===== src/rtl/core/bpc_pkg.sv =====
package bpc_pkg;

    localparam int unsigned WORD_W        = 32;
    localparam int unsigned BYTE_W        = 8;
    localparam int unsigned CAUSE_W       = 3;

    localparam logic [WORD_W-1:0] BLOCK_BYTES_RESET = 32'd16;
    localparam logic [WORD_W-1:0] SHORT_LIMIT       = 32'd2;
    localparam logic [WORD_W-1:0] UNIFORM_LIMIT     = 32'd16;
    localparam int unsigned       ROT_BITS          = 3;

    typedef enum logic [CAUSE_W-1:0] {
        CAUSE_OK      = 3'd0,
        CAUSE_SHORT   = 3'd1,
        CAUSE_LENGTH  = 3'd2,
        CAUSE_SUM     = 3'd3,
        CAUSE_UNIFORM = 3'd4
    } cause_t;

    typedef struct packed {
        logic   valid;
        logic   ok;
        cause_t cause;
    } verdict_t;

endpackage


===== src/rtl/core/bpc_core.sv =====
module bpc_core
(
    input  logic                          clk,
    input  logic                          rst_n,
    input  logic                          advance,
    input  logic [bpc_pkg::BYTE_W-1:0]    data_byte,
    input  logic [bpc_pkg::WORD_W-1:0]    block_bytes,
    output bpc_pkg::verdict_t             verdict
);
    import bpc_pkg::*;

    logic [WORD_W-1:0] pos_reg,        pos_next;
    logic [WORD_W-1:0] run_sum_reg,    run_sum_next;
    logic [WORD_W-1:0] stored_sum_reg, stored_sum_next;
    logic [WORD_W-1:0] stored_len_reg, stored_len_next;
    logic [BYTE_W-1:0] first_val_reg,  first_val_next;
    logic              all_equal_reg,  all_equal_next;

    logic              first_byte;
    logic              last_byte;
    logic [WORD_W-1:0] seed;
    logic [WORD_W-1:0] rotated;
    logic [WORD_W-1:0] updated_sum;
    cause_t            cause;

    always_comb
    begin
        first_byte = (pos_reg == '0);
        seed       = first_byte ? block_bytes : run_sum_reg;
        rotated    = {seed[WORD_W-ROT_BITS-1:0], seed[WORD_W-1:WORD_W-ROT_BITS]};

        first_val_next = first_byte ? data_byte : first_val_reg;
        all_equal_next = first_byte ? 1'b1 : (all_equal_reg && (data_byte == first_val_reg));

        // bytes 0..3 carry the checksum, 4..7 the length, both little-endian
        stored_sum_next = stored_sum_reg;
        stored_len_next = stored_len_reg;
        for (int i = 0; i < 4; i++)
        begin
            if (pos_reg[WORD_W-1:2] == '0 && pos_reg[1:0] == i[1:0])
                stored_sum_next[i*BYTE_W +: BYTE_W] = data_byte;
            if (pos_reg[WORD_W-1:3] == '0 && pos_reg[2] && pos_reg[1:0] == i[1:0])
                stored_len_next[i*BYTE_W +: BYTE_W] = data_byte;
        end

        if (|pos_reg[WORD_W-1:3])
            updated_sum = rotated + {{(WORD_W-BYTE_W){1'b0}}, data_byte};
        else
            updated_sum = seed;

        last_byte = ({1'b0, pos_reg} + 33'd1) >= {1'b0, block_bytes};

        if (block_bytes < SHORT_LIMIT)
            cause = CAUSE_SHORT;
        else if (block_bytes < UNIFORM_LIMIT)
            cause = all_equal_next ? CAUSE_OK : CAUSE_UNIFORM;
        else if (stored_len_next != block_bytes)
            cause = CAUSE_LENGTH;
        else if (stored_sum_next != updated_sum)
            cause = CAUSE_SUM;
        else
            cause = CAUSE_OK;

        // restart position and reseed at the end of each block
        pos_next     = last_byte ? '0 : pos_reg + 32'd1;
        run_sum_next = last_byte ? block_bytes : updated_sum;

        verdict.valid = advance && last_byte;
        verdict.ok    = (cause == CAUSE_OK);
        verdict.cause = cause;
    end

    always_ff @(posedge clk or negedge rst_n)
    begin
        if (!rst_n)
        begin
            pos_reg        <= '0;
            run_sum_reg    <= BLOCK_BYTES_RESET;
            stored_sum_reg <= '0;
            stored_len_reg <= '0;
            first_val_reg  <= '0;
            all_equal_reg  <= 1'b1;
        end
        else if (advance)
        begin
            pos_reg        <= pos_next;
            run_sum_reg    <= run_sum_next;
            stored_sum_reg <= stored_sum_next;
            stored_len_reg <= stored_len_next;
            first_val_reg  <= first_val_next;
            all_equal_reg  <= all_equal_next;
        end
    end

endmodule


===== config.mk =====
export PLATFORM = sky130hd
export DESIGN_NAME = bpc_core
export DESIGN_NICKNAME = d
export VERILOG_FILES = /design/src/rtl/core/bpc_pkg.sv /design/src/rtl/core/bpc_core.sv
export SDC_FILE = /design/constraint.sdc
export NUM_CORES = 1
export LEC_CHECK = 0
export BUFFER_PORTS_ARGS = -buffer_cell sky130_fd_sc_hd__buf_2
export CORE_MARGIN = 1.5
export CORE_UTILIZATION = 45
export CTS_CLUSTER_SIZE = 25
export DETAILED_ROUTE_END_ITERATION = 10
export GPL_ROUTABILITY_DRIVEN = 1
export GPL_TIMING_DRIVEN = 0
export PLACE_DENSITY_LB_ADDON = 0.3
export SLEW_MARGIN = 20
export SYNTH_ARGS = -nofsm -noshare
export SYNTH_HDL_FRONTEND = slang
export SYNTH_SLANG_ARGS = --single-unit

===== constraint.sdc =====
create_clock -name clk -period 11.64 [get_ports clk]
set_input_delay 2.328 -clock clk [delete_from_list [all_inputs] [get_ports clk]]
set_output_delay 2.328 -clock clk [all_outputs]
set_load 0.02 [all_outputs]

**Word-level counts from Yosys, hierarchy flattened**

Index checks and enable logic that the tools add are counted.

- Register bits: 137
- Latch bits: 0
- RAM bits: 0
- ROM bits: 0
- Bits of input ports: 43
- Output and inout port bits: 5
- Logic and storage cells: 54
- Memories kept: 0

- Add/subtract/negate cells: 3
- $mul: 0
- Div/mod/pow operators: 0
- Order comparisons: 3
- Equal/unequal tests: 6
- Shifts and indexed selects: 0
- Muxes and demuxes: 18
- Bitwise gates (word level): 0
- Reductions and logical operators: 18

Operator list:

| operator | count |
|---|---|
| $mux W32 | 4 |
| $mux W8 | 8 |
| $ne A32 B32 Y1 | 2 |
| $add A32 B1 Y33 const B | 1 |
| $ge A33 B32 Y1 | 1 |
| $add A32 B1 Y32 const B | 1 |
| $add A32 B8 Y32 | 1 |
| $logic_not A32 Y1 | 1 |
| $lt A32 B2 Y1 const B | 1 |
| $lt A32 B5 Y1 const B | 1 |
| $logic_not A30 Y1 | 1 |
| $logic_not A29 Y1 | 1 |
| $reduce_or A29 Y1 | 1 |
| $logic_and A1 B1 Y1 | 11 |
| $mux W3 | 3 |
| $eq A8 B8 Y1 | 1 |
| $eq A2 B2 Y1 const B | 2 |
| $mux W2 | 2 |
| $logic_not A3 Y1 | 1 |
| $eq A2 B1 Y1 const B | 1 |
| $logic_not A2 Y1 | 1 |
| $reduce_and A2 Y1 | 1 |
| $mux W1 | 1 |

**Longest topological paths before layout**

- Depth in word-level cells: 10
- Depth in mapped cells: 23
- Gate-level depth less buffers: 20

**Worst setup path after synthesis**

OpenSTA, ideal clock, no wires.

- Kind: in2out
- Start point: in block_bytes[2] (netlist bit)
- End point: out verdict[3] (netlist bit)
- Data arrival time: 5.810 ns
- Data required time: 9.312 ns
- Path slack: 3.502 ns
- Stages: 12
- Path buffers: 1
- Cell sequence: clkbuf_1 mux2_2 ha_1 a2111oi_0 a21o_1 nor4_1 or3_1 xnor2_1 or4_1 nor4_2 and3_1 a32o_1

RTL lines:

| element | RTL line | source |
|---|---|---|
| from (decl) | bpc_core.sv:7 | `input logic [bpc_pkg::WORD_W-1:0] block_bytes,` |
| to (decl) | bpc_core.sv:8 | `output bpc_pkg::verdict_t verdict` |

==> flow_summary.yaml <==
routing:
  drc: 0
  routed_wl_mm: 48.4
  viasPerCell: 6.45
  wl_per_cell_um: 27.4
  num_vias: 11406
  drtPass1Iterations: 6
  drt_iter0_drc: 1521
  postRouteAntennaNets: 0
synthesis:
  async_flop_share_pct: 100
  syn-num-nets: 1462
  synth_top_area_share_pct: 30.2
  synth.avg_cell_area_um2: 8.14
  ys_types: 78
  synth_ff_type: "dfrtp_1"
  yosysWarnings: 0
  syn_inst: 1374
  yosysTopAreaCell: "dfrtp_1"
  synth-edff-count: 0
  synth_seq_cells: 137
  syn_area_um2: 11200
  yosysSeqAreaShare_pct: 30.7
  synthTopCellsByArea: "dfrtp_1 30%, xnor2_1 6.7%, nand2_1 6.5%"
sta:
  skew_ns: 0.0130
  fin_crit_sh_pct: 89.2
  fin_crit_ns: 10.39
  worst_slew_pin_slew_ns: 1.08
  rsz0062_at_grt: "no"
  fin_setup_tns_ns: 0
  maxSlewHeadroom_pct: 27.8
  hold_viol: 0
  setup_viol: 0
  drv_slew: 0
  fmax_mhz: 96.3
global_route:
  grt_pass1_vias: 10846
  antenna_found_initial: 0
  grt.total_usage_pct: 38.0
  grt_overflow_total: 0
  grt_pass1_wl_mm: 71.4
  grt_max_degree: 78
worst_setup_path:
  cp-end-kind: "output pin"
  critPathSlowestCell: "o31ai_2"
  cpMostUsedCell: "buf_2"
  worst_ep_required_time_ns: 9.31
  rr_startpoint: "pos_reg[0]"
  worstSetupPathType: "reg2out"
  arrival_ns: 8.06
  crit_fanout: 10
  reg2reg_to: "run_sum_reg[24]"
  cp-start-kind: "flop"
  rrSetupSlack_ns: 5.16
  crit_chain: "inv_1, ha_1, nor2b_1, buf_2, nand4_1, or3_1, buf_2, buf_1, mux2i_1, inv_1, ha_1, fa_1, a211oi_1, o31ai_2, nand4_1, xnor2_1, o21ai_0, xnor2_1, o2111ai_1, or4_1, nor4_2, and3_1, a32o_1, buf_2"
  max_stage_delay_ns: 0.83
  reg2reg_depth: 21
pwr:
  p_comb_share_pct: 52.6
  p_switching_uw: 1410
  power.total_uw: 2970
  seqPwrFrac_pct: 27.4
  clkPwrFrac_pct: 20.1
  vdd_ir_drop_max_mv: 0.0941
  power_density_nw_per_um2: 239
  leakagePower_uw: 0.00542
  p_int_uw: 1560
  netSwitchingFraction_pct: 47.4
cts:
  htree_levels: 4
  cts_buffer_depth: 2
  cts.repair.resized: 0
  clk-insertion-delay-late_ns: 0.44
  cts_root_buf: "clkbuf_16"
  cts_inserted_buffers: 17
  ctsHoldBuffers: 0
  cts_tree: "done"
  post-cts-setup-buffers: 0
  clock-sinks: 137
  clkTransAtPathRegs_ns: 0.07
layout:
  multiInputGateArea_um2: 7140
  nets: 1520
  drive_gt1_share_pct: 9.90
  fill_cells: 2393
  mostFrequentLayoutCells: "193 x nand2_1, 135 x dfrtp_1, 98 x o21ai_0"
  seq_area_um2: 3430
  area.growth.synth_to_final_pct: 11.3
  antenna_cells: 0
  layout_commonest_cell: "nand2_1"
hold_path:
  hold_end: "stored_len_reg[6]"
  min_from: "stored_len_reg[6]"
  whs_path_depth: 2
  hold_path.class: "reg2reg"
floorplan:
  die-area_um2: 25800
  start_util_pct: 46.0
  core_um2: 24300
  rows: 57
  die_h_um: 161
  num_io_pins: 48
  die_w_um: 161
place:
  io_buffer_count: 38
  gp_congestion: 1.04
  dp_hpwl_mm: 37.0
run:
  maxCapViolCount: 0
outcome:
  status: "finished clean"
[cell usage after synthesis (all sizes together), types with 44 or more instances]
master / instances
nand2: 194
nor2: 96
mux2i: 54
clkbuf: 78
nand4: 45
o21ai: 98
ha: 44
xnor2: 86
dfrtp: 135
a21oi: 66
nand3: 49
inv: 61
xor2: 46
[layout make-up]
class / count / area share (%)
inverter: 62 / 1.87
tap: 324 / 3.26
sequential: 137 / 27.6
timing repair buffer: 39 / 1.83
clock inverter: 15 / 1.53
buffer: 96 / 3.13
clock buffer: 17 / 3.42
multi-input combinational: 1079 / 57.4
[metal layers]
metal	routed length (µm)	global-route usage, %	vias to the layer above
met1	20300	51.7	5527
met3	5080	9.68	167
met2	20100	55.0	672
met4	2940	20.6	0
met5	0	0	-
li1	-	-	5040
[kinds of logic (layout without fill, tap and decap cells)]
family	after synthesis	in the layout	share of synthesized area (%)
AND/OR/NAND/NOR	506	506	22.4
AO/OA/AOI/OAI	314	314	18.1
buffers and inverters	158	229	5.56
flip-flops	137	137	30.7
XOR/XNOR	133	133	10.5
multiplexers	81	81	7.59
adder cells (fa/ha/maj)	45	45	5.10
[power by group through the flow]
stage / Clock, µW / Sequential [µW] / Combinational [µW]
6_report: 596 / 811 / 1560
5_1_grt: 618 / 825 / 1660
4_1_cts: 599 / 805 / 1510
3_5_place_dp: 0 / 812 / 1500
3_3_place_gp: 0 / 809 / 1480
2_1_floorplan: 0 / 753 / 1050
[metrics by stage]
stage               utilization (%)  setup slack (ns)  hold slack [ns]  std cells  area [µm²]
finish                         51.1              1.25            0.488       1769       12400
global route                   51.1              1.01            0.506       1769       12400
CTS                            51.1              1.57            0.486       1769       12400
detailed placement             48.6              2.06            0.469       1737       11800
global placement               48.4              1.70            0.463       1736       11800
floorplan                         -              3.50            0.439       1374       11200
[how the worst max path moves through the flow]
| stage | startpoint | endpoint | slack [ns] | cells past startpoint |
|---|---|---|---|---|
| after floorplan | block_bytes[2] | verdict[3] | 3.50 | 12 |
| after global placement | pos_reg[0] | verdict[3] | 1.70 | 24 |
| after detailed placement | pos_reg[0] | verdict[3] | 2.06 | 24 |
| after CTS | pos_reg[0] | verdict[3] | 1.57 | 24 |
| after global routing | pos_reg[0] | verdict[3] | 1.01 | 24 |
| final | pos_reg[0] | verdict[3] | 1.25 | 24 |
[worst max-delay path, delay by kind of cell (launching register included)]
family	cells	cell delay (ns)
adders and majority gates	3	0.83
and+or+nand+nor	7	1.80
AOI/OAI and AO/OA	5	1.88
DFF	1	0.46
buffers and inverters	6	1.87
xor gates and xnor gates	2	0.40
muxes	1	0.35
Note: power is estimated with default switching activity, not from simulation.
